$ cat src/hdl/cdsf_pkg.sv
// Types and constants shared by the clap direction sector finder modules.
`timescale 1ns / 1ps

package cdsf_pkg;

    // Input transaction: tick or microphone edge
    typedef struct packed {
        logic       operation;
        logic [1:0] mic_index;
    } in_item_t;

    // Result transaction
    typedef struct packed {
        logic [3:0]  sector;
        logic [1:0]  first_mic;
        logic [1:0]  second_mic;
        logic [1:0]  last_mic;
        logic [15:0] delay_us;
        logic        in_range;
    } out_item_t;

    // Configuration register file
    typedef struct packed {
        logic [7:0]  spacing_0_2;
        logic [7:0]  spacing_1_0;
        logic [7:0]  spacing_2_1;
        logic [7:0]  tick_us;
        logic [15:0] sound_speed;
    } cfg_regs_t;

    // Arrival order of one finished capture
    typedef struct packed {
        logic [1:0] first_mic;
        logic [1:0] second_mic;
        logic [1:0] last_mic;
    } mic_order_t;

    // Operation codes
    localparam logic OP_TICK = 1'b0;
    localparam logic OP_EDGE = 1'b1;

    // Microphone indexes
    localparam logic [1:0] MIC_0    = 2'd0;
    localparam logic [1:0] MIC_1    = 2'd1;
    localparam logic [1:0] MIC_2    = 2'd2;
    localparam logic [1:0] MIC_NONE = 2'd3;

    // Configuration register indexes
    localparam int unsigned CFG_IDX_W = 3;
    localparam int unsigned CFG_DATA_W = 16;
    localparam logic [CFG_IDX_W-1:0] CFG_SPACING_0_2 = 3'd0;
    localparam logic [CFG_IDX_W-1:0] CFG_SPACING_1_0 = 3'd1;
    localparam logic [CFG_IDX_W-1:0] CFG_SPACING_2_1 = 3'd2;
    localparam logic [CFG_IDX_W-1:0] CFG_TICK_US     = 3'd3;
    localparam logic [CFG_IDX_W-1:0] CFG_SOUND_SPEED = 3'd4;

    // Configuration reset values
    localparam logic [7:0]  RST_SPACING_0_2 = 8'd14;
    localparam logic [7:0]  RST_SPACING_1_0 = 8'd16;
    localparam logic [7:0]  RST_SPACING_2_1 = 8'd16;
    localparam logic [7:0]  RST_TICK_US     = 8'd8;
    localparam logic [15:0] RST_SOUND_SPEED = 16'd2230;

    // Q1.16 thresholds: unity (range limit), sin 15, sin 45, sin 75
    localparam int unsigned THR_W = 17;
    localparam logic [THR_W-1:0] THRESH_Q16 [4] = '{
        17'd65536, 17'd16962, 17'd46341, 17'd63302
    };

    // Sector by {last_mic, first_is, bucket}
    localparam logic [3:0] SECTOR_NONE = 4'd0;
    localparam logic [3:0] SECTOR_MAX  = 4'd12;
    localparam logic [3:0] SECTOR_LUT [24] = '{
        4'd1, 4'd12, 4'd11, 4'd10,  4'd1, 4'd2,  4'd3,  4'd4,
        4'd9, 4'd8,  4'd7,  4'd6,   4'd9, 4'd10, 4'd11, 4'd12,
        4'd5, 4'd6,  4'd7,  4'd8,   4'd5, 4'd4,  4'd3,  4'd2
    };

endpackage

$ cat src/hdl/cdsf_capture.sv
// Tick counter and arrival capture for the three microphones.
`timescale 1ns / 1ps

module cdsf_capture import cdsf_pkg::*; #(
    parameter int unsigned TIMER_BITS = 8
) (
    input  logic                  aclk,
    input  logic                  aresetn,
    input  logic                  accept,
    input  in_item_t              s_item,
    output logic                  done,
    output mic_order_t            order,
    output logic [TIMER_BITS-1:0] gap
);

    logic [TIMER_BITS-1:0] tick_reg, tick_next;
    logic [1:0]            stage_reg, stage_next;
    logic [2:0]            mask_reg, mask_next;
    logic [TIMER_BITS-1:0] arrival_time_reg [3];
    logic [1:0]            arrival_order_reg [3];

    logic [2:0]            mic_bit;
    logic                  fresh;
    logic [TIMER_BITS-1:0] stamp;
    logic [TIMER_BITS-1:0] time_a, time_b;

    // One-hot of the edge's microphone; index 3 maps to nothing
    always_comb begin
        case (s_item.mic_index)
            MIC_0:   mic_bit = 3'b001;
            MIC_1:   mic_bit = 3'b010;
            MIC_2:   mic_bit = 3'b100;
            default: mic_bit = 3'b000;
        endcase
    end

    assign fresh = accept && (s_item.operation == OP_EDGE) && (mic_bit != 3'b000)
                   && ((mask_reg & mic_bit) == 3'b000);
    assign stamp = (stage_reg == 2'd0) ? '0 : tick_reg;
    assign done  = fresh && (stage_reg == 2'd2);

    // Counter, stage and heard mask
    always_comb begin
        tick_next  = tick_reg;
        stage_next = stage_reg;
        mask_next  = mask_reg;
        if (accept && (s_item.operation == OP_TICK)) begin
            tick_next = tick_reg + 1'b1;
        end else if (fresh) begin
            tick_next = stamp;
            if (stage_reg == 2'd2) begin
                stage_next = 2'd0;
                mask_next  = 3'b000;
            end else begin
                stage_next = stage_reg + 2'd1;
                mask_next  = mask_reg | mic_bit;
            end
        end
    end

    always_ff @(posedge aclk) begin
        if (!aresetn) begin
            tick_reg  <= '0;
            stage_reg <= 2'd0;
            mask_reg  <= 3'b000;
        end else begin
            tick_reg  <= tick_next;
            stage_reg <= stage_next;
            mask_reg  <= mask_next;
        end
    end

    // Arrival time and order stores
    always_ff @(posedge aclk) begin
        if (fresh) begin
            arrival_time_reg[s_item.mic_index]  <= stamp;
            arrival_order_reg[stage_reg]        <= s_item.mic_index;
        end
    end

    // Reference pair is the two microphones other than the last one
    always_comb begin
        case (s_item.mic_index)
            MIC_0: begin
                time_a = arrival_time_reg[2];
                time_b = arrival_time_reg[1];
            end
            MIC_1: begin
                time_a = arrival_time_reg[0];
                time_b = arrival_time_reg[2];
            end
            default: begin
                time_a = arrival_time_reg[1];
                time_b = arrival_time_reg[0];
            end
        endcase
    end

    assign gap = (time_a >= time_b) ? (time_a - time_b) : (time_b - time_a);

    assign order.first_mic  = arrival_order_reg[0];
    assign order.second_mic = arrival_order_reg[1];
    assign order.last_mic   = s_item.mic_index;

endmodule

$ cat src/hdl/cdsf_mult.sv
// Shared unsigned multiplier with a registered product.
`timescale 1ns / 1ps

module cdsf_mult #(
    parameter int unsigned AW = 16,
    parameter int unsigned BW = 17
) (
    input  logic            aclk,
    input  logic [AW-1:0]   a,
    input  logic [BW-1:0]   b,
    output logic [AW+BW-1:0] p
);

    logic [AW+BW-1:0] p_reg;

    // One product per cycle
    always_ff @(posedge aclk) begin
        p_reg <= (AW+BW)'(a) * (AW+BW)'(b);
    end

    assign p = p_reg;

endmodule

$ cat src/hdl/cdsf_solver.sv
// Sequencer that runs delay, distance and threshold products through the
// shared multiplier, then picks the sector and holds the result.
`timescale 1ns / 1ps

module cdsf_solver import cdsf_pkg::*; #(
    parameter int unsigned TIMER_BITS = 8
) (
    input  logic                  aclk,
    input  logic                  aresetn,
    input  cfg_regs_t             cfg,
    input  logic                  start,
    input  mic_order_t            order,
    input  logic [TIMER_BITS-1:0] gap,
    output logic                  idle,
    output logic                  m_valid,
    input  logic                  m_ready,
    output out_item_t             m_item
);

    localparam int unsigned DW = TIMER_BITS + 8;     // delay width
    localparam int unsigned XW = DW + 16;            // distance width
    localparam int unsigned AW = DW;
    localparam int unsigned PW = AW + THR_W;
    localparam int unsigned SW = (DW > 16) ? DW : 16;

    typedef enum logic [5:0] {
        ST_IDLE  = 6'b000001,
        ST_MDLY  = 6'b000010,
        ST_MDIST = 6'b000100,
        ST_MTHR  = 6'b001000,
        ST_CMP   = 6'b010000,
        ST_OUT   = 6'b100000
    } solver_state_t;

    solver_state_t         state_reg, state_next;
    logic [TIMER_BITS-1:0] gap_reg, gap_next;
    mic_order_t            order_reg, order_next;
    logic                  first_is_reg, first_is_next;
    logic [7:0]            spacing_reg, spacing_next;
    logic [DW-1:0]         delay_reg, delay_next;
    logic [XW-1:0]         dist_reg, dist_next;
    logic [1:0]            thr_idx_reg, thr_idx_next;
    logic [3:0]            ge_reg, ge_next;
    logic                  m_valid_reg, m_valid_next;
    out_item_t             m_item_reg, m_item_next;

    logic [AW-1:0]         mul_a;
    logic [THR_W-1:0]      mul_b;
    logic [PW-1:0]         mul_p;
    logic                  dist_ge;
    logic                  in_range;
    logic [1:0]            bucket;
    logic [SW-1:0]         delay_ext;
    out_item_t             result;

    cdsf_mult #(
        .AW (AW),
        .BW (THR_W)
    ) u_mult (
        .aclk (aclk),
        .a    (mul_a),
        .b    (mul_b),
        .p    (mul_p)
    );

    // Operand select for the shared multiplier
    always_comb begin
        case (state_reg)
            ST_MDLY: begin
                mul_a = AW'(gap_reg);
                mul_b = THR_W'(cfg.tick_us);
            end
            ST_MDIST: begin
                mul_a = mul_p[AW-1:0];
                mul_b = THR_W'(cfg.sound_speed);
            end
            ST_MTHR: begin
                mul_a = AW'(spacing_reg);
                mul_b = THRESH_Q16[thr_idx_reg];
            end
            default: begin
                mul_a = '0;
                mul_b = '0;
            end
        endcase
    end

    // Distance against the threshold product now in the multiplier register
    assign dist_ge = ({1'b0, dist_reg} >= mul_p);

    // Result assembly
    assign in_range  = !ge_reg[0];
    assign bucket    = ge_reg[3] ? 2'd3 : (ge_reg[2] ? 2'd2 : (ge_reg[1] ? 2'd1 : 2'd0));
    assign delay_ext = SW'(delay_reg);

    always_comb begin
        result.sector     = in_range ? SECTOR_LUT[{order_reg.last_mic, first_is_reg, bucket}]
                                     : SECTOR_NONE;
        result.first_mic  = order_reg.first_mic;
        result.second_mic = order_reg.second_mic;
        result.last_mic   = order_reg.last_mic;
        result.delay_us   = (delay_ext > SW'(16'hFFFF)) ? 16'hFFFF : delay_ext[15:0];
        result.in_range   = in_range;
    end

    // Sequencer
    always_comb begin
        state_next    = state_reg;
        gap_next      = gap_reg;
        order_next    = order_reg;
        first_is_next = first_is_reg;
        spacing_next  = spacing_reg;
        delay_next    = delay_reg;
        dist_next     = dist_reg;
        thr_idx_next  = thr_idx_reg;
        ge_next       = ge_reg;
        m_valid_next  = m_valid_reg && !m_ready;
        m_item_next   = m_item_reg;
        case (state_reg)
            ST_IDLE: begin
                if (start) begin
                    gap_next   = gap;
                    order_next = order;
                    case (order.last_mic)
                        MIC_0: begin
                            spacing_next  = cfg.spacing_2_1;
                            first_is_next = (order.first_mic == MIC_1);
                        end
                        MIC_1: begin
                            spacing_next  = cfg.spacing_0_2;
                            first_is_next = (order.first_mic == MIC_2);
                        end
                        default: begin
                            spacing_next  = cfg.spacing_1_0;
                            first_is_next = (order.first_mic == MIC_1);
                        end
                    endcase
                    state_next = ST_MDLY;
                end
            end
            ST_MDLY: begin
                state_next = ST_MDIST;
            end
            ST_MDIST: begin
                delay_next   = mul_p[DW-1:0];
                thr_idx_next = 2'd0;
                state_next   = ST_MTHR;
            end
            ST_MTHR: begin
                if (thr_idx_reg == 2'd0) begin
                    dist_next = mul_p[XW-1:0];
                end else begin
                    ge_next[thr_idx_reg - 2'd1] = dist_ge;
                end
                thr_idx_next = thr_idx_reg + 2'd1;
                if (thr_idx_reg == 2'd3) begin
                    state_next = ST_CMP;
                end
            end
            ST_CMP: begin
                ge_next[3] = dist_ge;
                state_next = ST_OUT;
            end
            ST_OUT: begin
                if (!m_valid_reg || m_ready) begin
                    m_valid_next = 1'b1;
                    m_item_next  = result;
                    state_next   = ST_IDLE;
                end
            end
            default: begin
                state_next = ST_IDLE;
            end
        endcase
    end

    always_ff @(posedge aclk) begin
        if (!aresetn) begin
            state_reg   <= ST_IDLE;
            m_valid_reg <= 1'b0;
        end else begin
            state_reg   <= state_next;
            m_valid_reg <= m_valid_next;
        end
    end

    always_ff @(posedge aclk) begin
        gap_reg      <= gap_next;
        order_reg    <= order_next;
        first_is_reg <= first_is_next;
        spacing_reg  <= spacing_next;
        delay_reg    <= delay_next;
        dist_reg     <= dist_next;
        thr_idx_reg  <= thr_idx_next;
        ge_reg       <= ge_next;
        m_item_reg   <= m_item_next;
    end

    assign idle    = (state_reg == ST_IDLE);
    assign m_valid = m_valid_reg;
    assign m_item  = m_item_reg;

endmodule

$ cat src/hdl/clap_direction_sector_finder.sv
// Clap direction sector finder: top level with configuration registers.
//
// A tick, a repeated or unknown microphone edge, and the first two distinct
// edges of a capture leave s_ready high, so the next transaction can follow
// at once. The third distinct edge hands the arrival gap to a sequencer that
// runs six products through one shared multiplier (gap times tick_us, delay
// times sound speed, then the spacing times unity and the sines of 15, 45 and
// 75 degrees, each compared with the distance): s_ready then stays low until
// the sequencer is idle, also while a previous result waits in the output
// register. A result stays on m_item until taken, and ticks and edges are
// accepted meanwhile. Configuration writes take effect on the next clock.
`timescale 1ns / 1ps

module clap_direction_sector_finder import cdsf_pkg::*; #(
    parameter int unsigned TIMER_BITS = 8
) (
    input  logic                  aclk,
    input  logic                  aresetn,
    input  logic                  cfg_we,
    input  logic [CFG_IDX_W-1:0]  cfg_index,
    input  logic [CFG_DATA_W-1:0] cfg_wdata,
    input  logic                  s_valid,
    output logic                  s_ready,
    input  in_item_t              s_item,
    output logic                  m_valid,
    input  logic                  m_ready,
    output out_item_t             m_item
);

    cfg_regs_t             cfg_reg, cfg_next;
    logic                  accept;
    logic                  idle;
    logic                  done;
    mic_order_t            order;
    logic [TIMER_BITS-1:0] gap;

    // Configuration register writes
    always_comb begin
        cfg_next = cfg_reg;
        if (cfg_we) begin
            case (cfg_index)
                CFG_SPACING_0_2: cfg_next.spacing_0_2 = cfg_wdata[7:0];
                CFG_SPACING_1_0: cfg_next.spacing_1_0 = cfg_wdata[7:0];
                CFG_SPACING_2_1: cfg_next.spacing_2_1 = cfg_wdata[7:0];
                CFG_TICK_US:     cfg_next.tick_us     = cfg_wdata[7:0];
                CFG_SOUND_SPEED: cfg_next.sound_speed = cfg_wdata;
                default:         cfg_next = cfg_reg;
            endcase
        end
    end

    always_ff @(posedge aclk) begin
        if (!aresetn) begin
            cfg_reg.spacing_0_2 <= RST_SPACING_0_2;
            cfg_reg.spacing_1_0 <= RST_SPACING_1_0;
            cfg_reg.spacing_2_1 <= RST_SPACING_2_1;
            cfg_reg.tick_us     <= RST_TICK_US;
            cfg_reg.sound_speed <= RST_SOUND_SPEED;
        end else begin
            cfg_reg <= cfg_next;
        end
    end

    // Input handshake
    assign s_ready = idle;
    assign accept  = s_valid && s_ready;

    cdsf_capture #(
        .TIMER_BITS (TIMER_BITS)
    ) u_capture (
        .aclk    (aclk),
        .aresetn (aresetn),
        .accept  (accept),
        .s_item  (s_item),
        .done    (done),
        .order   (order),
        .gap     (gap)
    );

    cdsf_solver #(
        .TIMER_BITS (TIMER_BITS)
    ) u_solver (
        .aclk    (aclk),
        .aresetn (aresetn),
        .cfg     (cfg_reg),
        .start   (done),
        .order   (order),
        .gap     (gap),
        .idle    (idle),
        .m_valid (m_valid),
        .m_ready (m_ready),
        .m_item  (m_item)
    );

endmodule

$ cat config.mk
export PLATFORM = sky130hd
export DESIGN_NAME = clap_direction_sector_finder
export DESIGN_NICKNAME = d
export VERILOG_FILES = /design/src/hdl/cdsf_pkg.sv /design/src/hdl/cdsf_capture.sv /design/src/hdl/cdsf_mult.sv /design/src/hdl/cdsf_solver.sv /design/src/hdl/clap_direction_sector_finder.sv
export SDC_FILE = /design/constraint.sdc
export NUM_CORES = 1
export LEC_CHECK = 0
export ABC_AREA = 1
export ABC_CLOCK_PERIOD_IN_PS = 7900
export BUFFER_PORTS_ARGS = -buffer_cell sky130_fd_sc_hd__buf_2
export CAP_MARGIN = 0
export CELL_PAD_IN_SITES_DETAIL_PLACEMENT = 1
export CELL_PAD_IN_SITES_GLOBAL_PLACEMENT = 2
export CORE_ASPECT_RATIO = 2
export CORE_MARGIN = 1
export CORE_UTILIZATION = 39
export DETAILED_ROUTE_END_ITERATION = 10
export PLACE_DENSITY = 0.82
export SETUP_SLACK_MARGIN = 0.2
export SLEW_MARGIN = 20
export SYNTH_ARGS = -nofsm -noshare
export SYNTH_HDL_FRONTEND = slang
export SYNTH_HIERARCHICAL = 1
export SYNTH_SLANG_ARGS = --single-unit
$ cat constraint.sdc
create_clock -name aclk -period 7.9 [get_ports aclk]
set_input_delay 1.975 -clock aclk [delete_from_list [all_inputs] [get_ports aclk]]
set_output_delay 1.975 -clock aclk [all_outputs]
set_load 0.05 [all_outputs]
==> impl_metrics.tcl, run 1 <==
set metrics [dict create \
    grt_pass1_vias 18500 \
    ios 56 \
    rsz0062_at_grt "no" \
    numCtsBuffers 23 \
    synth_area_per_cell_um2 7.95 \
    netlist_instances 2593 \
    crit_arrival_ns 7.66 \
    synthArstFlopShare 0 \
    crit_required_ns 8.34 \
    hold_viol 0 \
    vias 16300 \
    die_w_um 165 \
    routedWlPerCell_um 19.9 \
    pwr-share-comb 0.127 \
    setup_viol 0 \
    finalSetupTns_ns 0 \
    crit_path_start_kind "register" \
    status "finished clean" \
    nets 3028 \
    cts.clk_slew.worst_paths_ns 0.07 \
    ant_nets 0 \
    track_usage 0.255 \
    area_growth_syn_to_layout_pct 8.87 \
    yosys_warnings 6 \
    synth_top_cell_by_area "fa_1" \
    hpwl_um 54400 \
    layout_commonest_cell "nand2_1" \
    coreArea_um2 52000 \
    wl_um 65700 \
    period_share 0.914 \
    layout-drive-gt1-share 0.0767 \
    ys_types 50 \
    fp.dieH_um 327 \
    insertion_delay_ns 0.56 \
    post_cts_buffers 0 \
    die_area_um2 53900 \
    finalCriticalPeriod_ns 7.22 \
    via_per_inst 4.95 \
    netlist_area_um2 20600 \
    synth_edf_count 132 \
    largest_register_ffs 48 \
    seq_area_um2 5990 \
    cp_max_fo 33 \
    max_slew.worst_pin.slew_ns 0.918 \
    synth-main-ff-cell "edfxtp_1" \
    holdBufCountCts 0 \
    fin_total_pwr_mw 2.83 \
    post_cts_resized 0 \
    fill_cells 6398 \
    relSlewSlack 0.387 \
    diodes 0 \
    antenna_found_initial 0 \
    row_count 118 \
    synth_top_area_frac 0.204 \
    fmax_mhz 138 \
    cts_sinks 233 \
    synth_seq_cells 233 \
    maxCapViolCount 0 \
    start_util 0.397 \
    grt_start_max_net_pins 59 \
    whs_ns 0.408 \
    power.internal_mw 2.05 \
    p_per_area_nw_per_um2 126 \
    peakVddDrop_v 0.000160 \
    gp_congestion 0.883 \
    path_class "reg -> reg" \
    hp-class "reg -> reg" \
    drc 0 \
    syn-num-nets 2993 \
    htreeDepth 1 \
    io_buffers 55 \
    yosys-top-cells-area "fa_1 20%, edfxtp_1 19%, nand2_1 14%" \
    p_leak_nw 11.8 \
    most-common-layout-cells "751 x nand2_1, 614 x inv_1, 210 x fa_1" \
    slew_violations 0 \
    root_buffer "clkbuf_16" \
    drt-initial-drc-count 568 \
    p_seq_frac 0.471 \
    gr-total-overflow 0 \
    final.setup_skew_ns 0.0223 \
    swShare 0.276 \
    multiInputGateArea_um2 11900 \
    p_clk_frac 0.403 \
    cts_buffer_depth 3 \
    critPathCaptureType "register" \
    cts_tree "done" \
    drtPass1Iterations 5 \
    yosysSeqAreaShare 0.290 \
    p_switching_mw 0.781 \
    grt_pass1_wl_um 102000 \
]
[critical path: stages, from the launching register on]
cell and delay [ns]:
dfxtp_1 0.34, nor2_4 0.21, nand4_4 0.33, inv_4 0.49, a22o_1 0.71, nand2_1 0.19, fa_1 0.57, inv_1 0.05
fa_1 0.46, fa_1 0.54, fa_1 0.56, fa_1 0.55, inv_1 0.05, fa_1 0.54, inv_1 0.05, ha_1 0.41
nand2_1 0.14, inv_1 0.07, nand2_1 0.06, nand2_1 0.09, nand2_1 0.08, nand2_1 0.07, a21oi_1 0.24, nand2_1 0.10
nand2_1 0.07, nand2_1 0.09
[synth_stat cells, drive strengths merged, types with 3 or more instances]
master / count
buf: 24
edfxtp: 132
inv: 625
o21a: 9
nand4: 13
xnor2: 4
ha: 163
o211ai: 8
nor2: 204
a22oi: 5
a21oi: 65
o221ai: 4
dfxtp: 101
xor2: 20
fa: 210
nand3b: 7
nor3: 12
clkbuf: 68
o21ai: 19
a22o: 4
nand3: 120
a21o: 3
nand2: 764
[final timing paths]
path | from | end | slack, ns | cells past startpoint
hold / removal | u_solver/order_reg[4]$_DFFE_PP_ | u_solver/m_item[21]$_DFFE_PP_ | 0.41 | 0
setup / recovery | u_solver/state_reg[5]$_SDFFE_PN0P_ | u_solver/u_mult/p[30]$_DFF_P_ | 0.68 | 25
hold reg to reg | u_solver/order_reg[4]$_DFFE_PP_ | u_solver/m_item[21]$_DFFE_PP_ | 0.41 | 0
setup reg to reg | u_solver/state_reg[5]$_SDFFE_PN0P_ | u_solver/u_mult/p[30]$_DFF_P_ | 0.68 | 25
[layout make-up]
cell class                 count  area share
clock inverter                10     0.00468
sequential                   233       0.267
multi-input combinational   1642       0.529
timing repair buffer         102      0.0280
inverter                     626       0.105
tap                          660      0.0368
clock buffer                  32      0.0299
[routing by layer]
metal / GRT usage / wire length, um / up-vias
met5: 0 / 0 / -
met3: 0.0194 / 1270 / 140
li1: - / - / 7770
met1: 0.227 / 20400 / 8182
met4: 0.152 / 4390 / 0
met2: 0.529 / 39700 / 253
[logic make-up after synthesis]
logic type | after synthesis | synth area share
buffers and inverters | 718 | 0.134
and+or+nand+nor | 1123 | 0.227
AOI/OAI and AO/OA | 122 | 0.0357
adders and majority gates | 373 | 0.303
xor gates and xnor gates | 24 | 0.0102
DFF | 233 | 0.290
[per-stage QoR]
step	instances	setup slack, ns	util	instance area (um^2)
floorplan	2593	1.79	-	20600
global placement	3261	0.813	0.417	21700
detailed placement	3263	0.690	0.417	21700
CTS	3305	0.674	0.432	22500
global route	3305	0.308	0.432	22500
finish	3305	0.679	0.432	22500
[power by group through the flow]
stage	Combinational (mW)	Clock (mW)	Sequential [mW]
floorplan	0.252	0	1.35
global placement	0.349	0	1.36
detailed placement	0.363	0	1.36
CTS	0.365	1.18	1.33
global route	0.403	1.21	1.34
finish	0.359	1.14	1.33
(Power assumes the default switching activity.)
==> run 2: changes to the inputs <==
--- a/config.mk
+++ b/config.mk
@@ -15,7 +15,7 @@
 export CORE_MARGIN = 1
 export CORE_UTILIZATION = 39
 export DETAILED_ROUTE_END_ITERATION = 10
-export PLACE_DENSITY = 0.82
+export PLACE_DENSITY_LB_ADDON = 0.12
 export SETUP_SLACK_MARGIN = 0.2
 export SLEW_MARGIN = 20
 export SYNTH_ARGS = -nofsm -noshare
==> impl_metrics.tcl, run 2 (synthesized netlist as in run 1, its figures left out) <==
set metrics [dict create \
    status "finished clean" \
    drc 0 \
    p_seq_frac 0.474 \
    grt_start_max_net_pins 59 \
    r2r_setup_slack_ns 0.74 \
    finalSetupTns_ns 0 \
    dp_slack_ns 0.715 \
    max_slew.worst_pin.slew_ns 1.15 \
    crit_path_start_kind "register" \
    cp.buffers_inverters 7 \
    timing.rr.end "u_solver/u_mult/p[26]$_DFF_P_" \
    fp.dieH_um 327 \
    ios 56 \
    critPathCaptureType "register" \
    slowest_delay_ns 0.58 \
    fill_cells 6364 \
    hp-class "reg -> reg" \
    crit_family "adder cells" \
    p_per_area_nw_per_um2 126 \
    pwr-share-comb 0.129 \
    track_usage 0.254 \
    cts_buffer_depth 3 \
    insertion_delay_ns 0.54 \
    p_clk_frac 0.397 \
    nets 3023 \
    gp_congestion 0.932 \
    dp.cells 3258 \
    layout_commonest_cell "nand2_1" \
    fin_ws_ns 0.736 \
    hold_viol 0 \
    drt-initial-drc-count 474 \
    path_cells "nor2_4 > nand4_4 > inv_4 > buf_4 > a22o_1 > buf_4 > nand2_1 > fa_1 > inv_1 > fa_1 > fa_1 > fa_1 > fa_1 > inv_1 > fa_1 > inv_1 > ha_1 > nand2_1 > inv_1 > nand2_1 > nor3_1 > nand3_1 > nand4_1 > nand2_1" \
    rr_startpoint "u_solver/state_reg[5]$_SDFFE_PN0P_" \
    grt_pass1_wl_um 102000 \
    largest_register_ffs 48 \
    drtPass1Iterations 5 \
    min_path_cells 0 \
    power.internal_mw 2.03 \
    holdBufCountCts 0 \
    slew_violations 0 \
    die_w_um 165 \
    routedWlPerCell_um 19.6 \
    root_buffer "clkbuf_16" \
    ant_nets 0 \
    cts.clk_slew.worst_paths_ns 0.07 \
    start_util 0.397 \
    crit_arrival_ns 7.57 \
    cp_slowest_cell "fa_1" \
    numCtsBuffers 22 \
    area_growth_syn_to_layout_pct 8.60 \
    setup_viol 0 \
    diodes 0 \
    maxCapViolCount 0 \
    crit_end "u_solver/u_mult/p[26]$_DFF_P_" \
    vias 16300 \
    grt_pass1_vias 18600 \
    cts_tree "done" \
    finalCriticalPeriod_ns 7.16 \
    post_cts_buffers 0 \
    wl_um 64800 \
    die_area_um2 53900 \
    swShare 0.278 \
    coreArea_um2 52000 \
    io_buffers 55 \
    antenna_found_initial 0 \
    p_switching_mw 0.783 \
    cp_max_fo 21 \
    hold_path.startpoint "u_capture/arrival_order_reg[1][0]$_DFFE_PP_" \
    whs_ns 0.422 \
    gr-total-overflow 0 \
    layout.cells.non_filler 3299 \
    via_per_inst 4.93 \
    path_class "reg -> reg" \
    crit_required_ns 8.31 \
    hpwl_um 54100 \
    row_count 118 \
    period_share 0.907 \
    cp_common_cell "fa_1" \
    htreeDepth 1 \
    post_cts_resized 0 \
    final.setup_skew_ns 0.0292 \
    rr_worst_depth 24 \
    peakVddDrop_v 0.000293 \
    relSlewSlack 0.227 \
    rsz0062_at_grt "no" \
    fmax_mhz 140 \
    p_leak_nw 11.8 \
    critPathLaunch "u_solver/state_reg[5]$_SDFFE_PN0P_" \
    layout-drive-gt1-share 0.0758 \
    cts_sinks 233 \
    most-common-layout-cells "751 x nand2_1, 614 x inv_1, 210 x fa_1" \
    path_depth 24 \
]
==> run 2: per-layer routing <==
metal  wire length (um)  vias to the layer above  global-route usage
li1                   -                     7769                   -
met1              21500                     8135               0.240
met2              39200                      219               0.533
met3               1100                      127              0.0147
met4               2970                        0               0.109
met5                  0                        -                   0
==> run 2: how the worst min path moves through the flow <==
| stage | to | slack (ns) |
|---|---|---|
| floorplan | u_solver/m_item[10]$_DFFE_PP_ | 0.40 |
| global placement | u_solver/order_reg[3]$_DFFE_PP_ | 0.40 |
| detailed placement | u_solver/m_item[21]$_DFFE_PP_ | 0.41 |
| CTS | u_solver/m_item[3]$_DFFE_PP_ | 0.42 |
| global route | u_solver/order_reg[2]$_DFFE_PP_ | 0.42 |
| finish | u_solver/order_reg[2]$_DFFE_PP_ | 0.42 |
==> run 2: worst reg2reg max path, stage by stage, from the launching register on <==
cell and delay, ns:
dfxtp_1 0.35, nor2_4 0.22, nand4_4 0.33, inv_4 0.28
buf_4 0.36, a22o_1 0.31, buf_4 0.28, nand2_1 0.15
fa_1 0.56, inv_1 0.06, fa_1 0.47, fa_1 0.58
fa_1 0.44, fa_1 0.55, inv_1 0.07, fa_1 0.56
inv_1 0.05, ha_1 0.34, nand2_1 0.07, inv_1 0.10
nand2_1 0.19, nor3_1 0.33, nand3_1 0.17, nand4_1 0.13
nand2_1 0.11
==> run 2: layout make-up <==
class / count / area, um^2 / share of cell area
Timing Repair Buffer: 98 / 596 / 0.0266
Tap cell: 660 / 826 / 0.0369
Clock inverter: 14 / 163 / 0.00726
Sequential cell: 233 / 5990 / 0.267
Inverter: 626 / 2350 / 0.105
Multi-Input combinational cell: 1642 / 11900 / 0.531
Clock buffer: 26 / 591 / 0.0264
==> run 2: per-stage QoR <==
stage / instance area [um^2] / power (mW) / utilization
after floorplan: 20600 / 1.60 / -
after global placement: 21600 / 1.72 / 0.416
after detailed placement: 21600 / 1.73 / 0.416
after CTS: 22400 / 2.86 / 0.431
after global routing: 22400 / 2.93 / 0.431
final: 22400 / 2.81 / 0.431
==> run 2: power groups by stage <==
| stage | combinational, mW | sequential (mW) | clock (mW) |
|---|---|---|---|
| 6_report | 0.363 | 1.33 | 1.12 |
| 3_5_place_dp | 0.367 | 1.36 | 0 |
| 2_1_floorplan | 0.252 | 1.35 | 0 |
| 5_1_grt | 0.405 | 1.34 | 1.19 |
| 3_3_place_gp | 0.358 | 1.36 | 0 |
| 4_1_cts | 0.369 | 1.33 | 1.15 |
==> run 3: changes to the inputs <==
--- a/config.mk
+++ b/config.mk
@@ -13,7 +13,8 @@
 export CELL_PAD_IN_SITES_GLOBAL_PLACEMENT = 2
 export CORE_ASPECT_RATIO = 2
 export CORE_MARGIN = 1
-export CORE_UTILIZATION = 39
+export CORE_UTILIZATION = 40
+export CTS_BUF_LIST = sky130_fd_sc_hd__clkbuf_2 sky130_fd_sc_hd__clkbuf_4 sky130_fd_sc_hd__clkbuf_8
 export DETAILED_ROUTE_END_ITERATION = 10
 export PLACE_DENSITY_LB_ADDON = 0.12
 export SETUP_SLACK_MARGIN = 0.2
==> impl_metrics.tcl, run 3 (synthesized netlist as in run 1, its figures left out) <==
set metrics [dict create \
    cts_tree "done" \
    p_leak_nw 11.8 \
    grt_pass1_vias 18500 \
    dp_slack_ns 0.780 \
    hp-class "reg -> reg" \
    crit_arrival_ns 7.59 \
    fin_ws_ns 0.747 \
    period_share 0.905 \
    antenna_found_initial 1 \
    drtPass1Iterations 5 \
    drt-initial-drc-count 471 \
    critPathCaptureType "register" \
    peakVddDrop_v 0.000132 \
    nets 3040 \
    gp_congestion 0.932 \
    via_per_inst 4.91 \
    drc 0 \
    relSlewSlack 0.339 \
    wl_um 64800 \
    status "finished clean" \
    grt_pass1_wl_um 102000 \
    track_usage 0.259 \
    ios 56 \
    finalSetupTns_ns 0 \
    final_util 0.441 \
    area_growth_syn_to_layout_pct 8.97 \
    most-common-layout-cells "751 x nand2_1, 614 x inv_1, 210 x fa_1" \
    finalCriticalPeriod_ns 7.15 \
    largest_register_ffs 48 \
    layout_commonest_cell "nand2_1" \
    grt_start_max_net_pins 59 \
    setup_viol 0 \
    max_slew.worst_pin.slew_ns 0.989 \
    die_area_um2 52500 \
    fp.dieH_um 323 \
    cts.clk_slew.worst_paths_ns 0.07 \
    insertion_delay_ns 0.57 \
    start_util 0.405 \
    crit_path_start_kind "register" \
    p_per_area_nw_per_um2 126 \
    rsz0062_at_grt "no" \
    numCtsBuffers 36 \
    vias 16300 \
    fin_total_pwr_mw 2.84 \
    routedWlPerCell_um 19.5 \
    coreArea_um2 50900 \
    cts_buffer_depth 3 \
    root_buffer "clkbuf_8" \
    ant_nets 0 \
    maxCapViolCount 0 \
    die_w_um 163 \
    fill_cells 6281 \
    whs_ns 0.420 \
    gr-total-overflow 0 \
    hpwl_um 53600 \
    io_buffers 55 \
    cp_max_fo 18 \
    htreeDepth 2 \
    hold_viol 0 \
    path_class "reg -> reg" \
    row_count 117 \
    crit_required_ns 8.34 \
    slew_violations 0 \
    cts_sinks 233 \
    fmax_mhz 140 \
    final.setup_skew_ns 0.0272 \
    post_cts_resized 0 \
    layout-drive-gt1-share 0.0858 \
    post_cts_buffers 0 \
    holdBufCountCts 0 \
]
## run 3: critical path, cell delays in order (launching register included)
cell and delay, ns:
dfxtp_1 0.35, nor2_4 0.22, nand4_4 0.36, inv_4 0.29
a22o_1 0.78, nand2_1 0.17, fa_1 0.54, inv_1 0.05
fa_1 0.50, fa_1 0.53, fa_1 0.55, fa_1 0.56
inv_1 0.06, fa_1 0.55, inv_1 0.05, ha_1 0.35
nand2_1 0.12, inv_1 0.08, nand2_1 0.13, nor3_1 0.37
nand3_1 0.18, nand4_1 0.12, nand2_1 0.08
## run 3: metrics by stage
step	cells	area [um^2]
after floorplan	2593	20600
after global placement	3256	21700
after detailed placement	3256	21700
after CTS	3322	22500
after global routing	3323	22500
final	3323	22500
## run 3: path summary, 6_finish.rpt
path | to | slack [ns] | startpoint | depth (start not counted)
max | u_solver/u_mult/p[27]$_DFF_P_ | 0.75 | u_solver/state_reg[5]$_SDFFE_PN0P_ | 22
min | u_solver/order_reg[2]$_DFFE_PP_ | 0.42 | u_capture/arrival_order_reg[1][0]$_DFFE_PP_ | 0
max reg2reg | u_solver/u_mult/p[27]$_DFF_P_ | 0.75 | u_solver/state_reg[5]$_SDFFE_PN0P_ | 22
min reg2reg | u_solver/order_reg[2]$_DFFE_PP_ | 0.42 | u_capture/arrival_order_reg[1][0]$_DFFE_PP_ | 0
## run 3: where the power goes
part | switching [mW] | leakage (nW) | internal [mW]
sequential | 0.0247 | 1.95 | 1.31
clock | 0.513 | 0.415 | 0.636
combinational | 0.254 | 9.47 | 0.105
total | 0.792 | 11.8 | 2.05
## run 3: cell type report
class | count | area [um^2] | share of cell area
multi-input combinational | 1642 | 11900 | 0.529
sequential | 233 | 5990 | 0.266
clock inverter | 17 | 193 | 0.00857
inverter | 626 | 2350 | 0.105
antenna | 1 | 2.50 | 0.000111
clock buffer | 49 | 606 | 0.0269
tap | 654 | 818 | 0.0364
timing repair buffer | 101 | 621 | 0.0276
## run 3: metal layers
layer	vias up	global-route usage	routed length, um
met5	-	0	0
met4	0	0.125	3220
met3	143	0.0158	930
met2	217	0.544	38900
met1	8157	0.243	21700
li1	7805	-	-
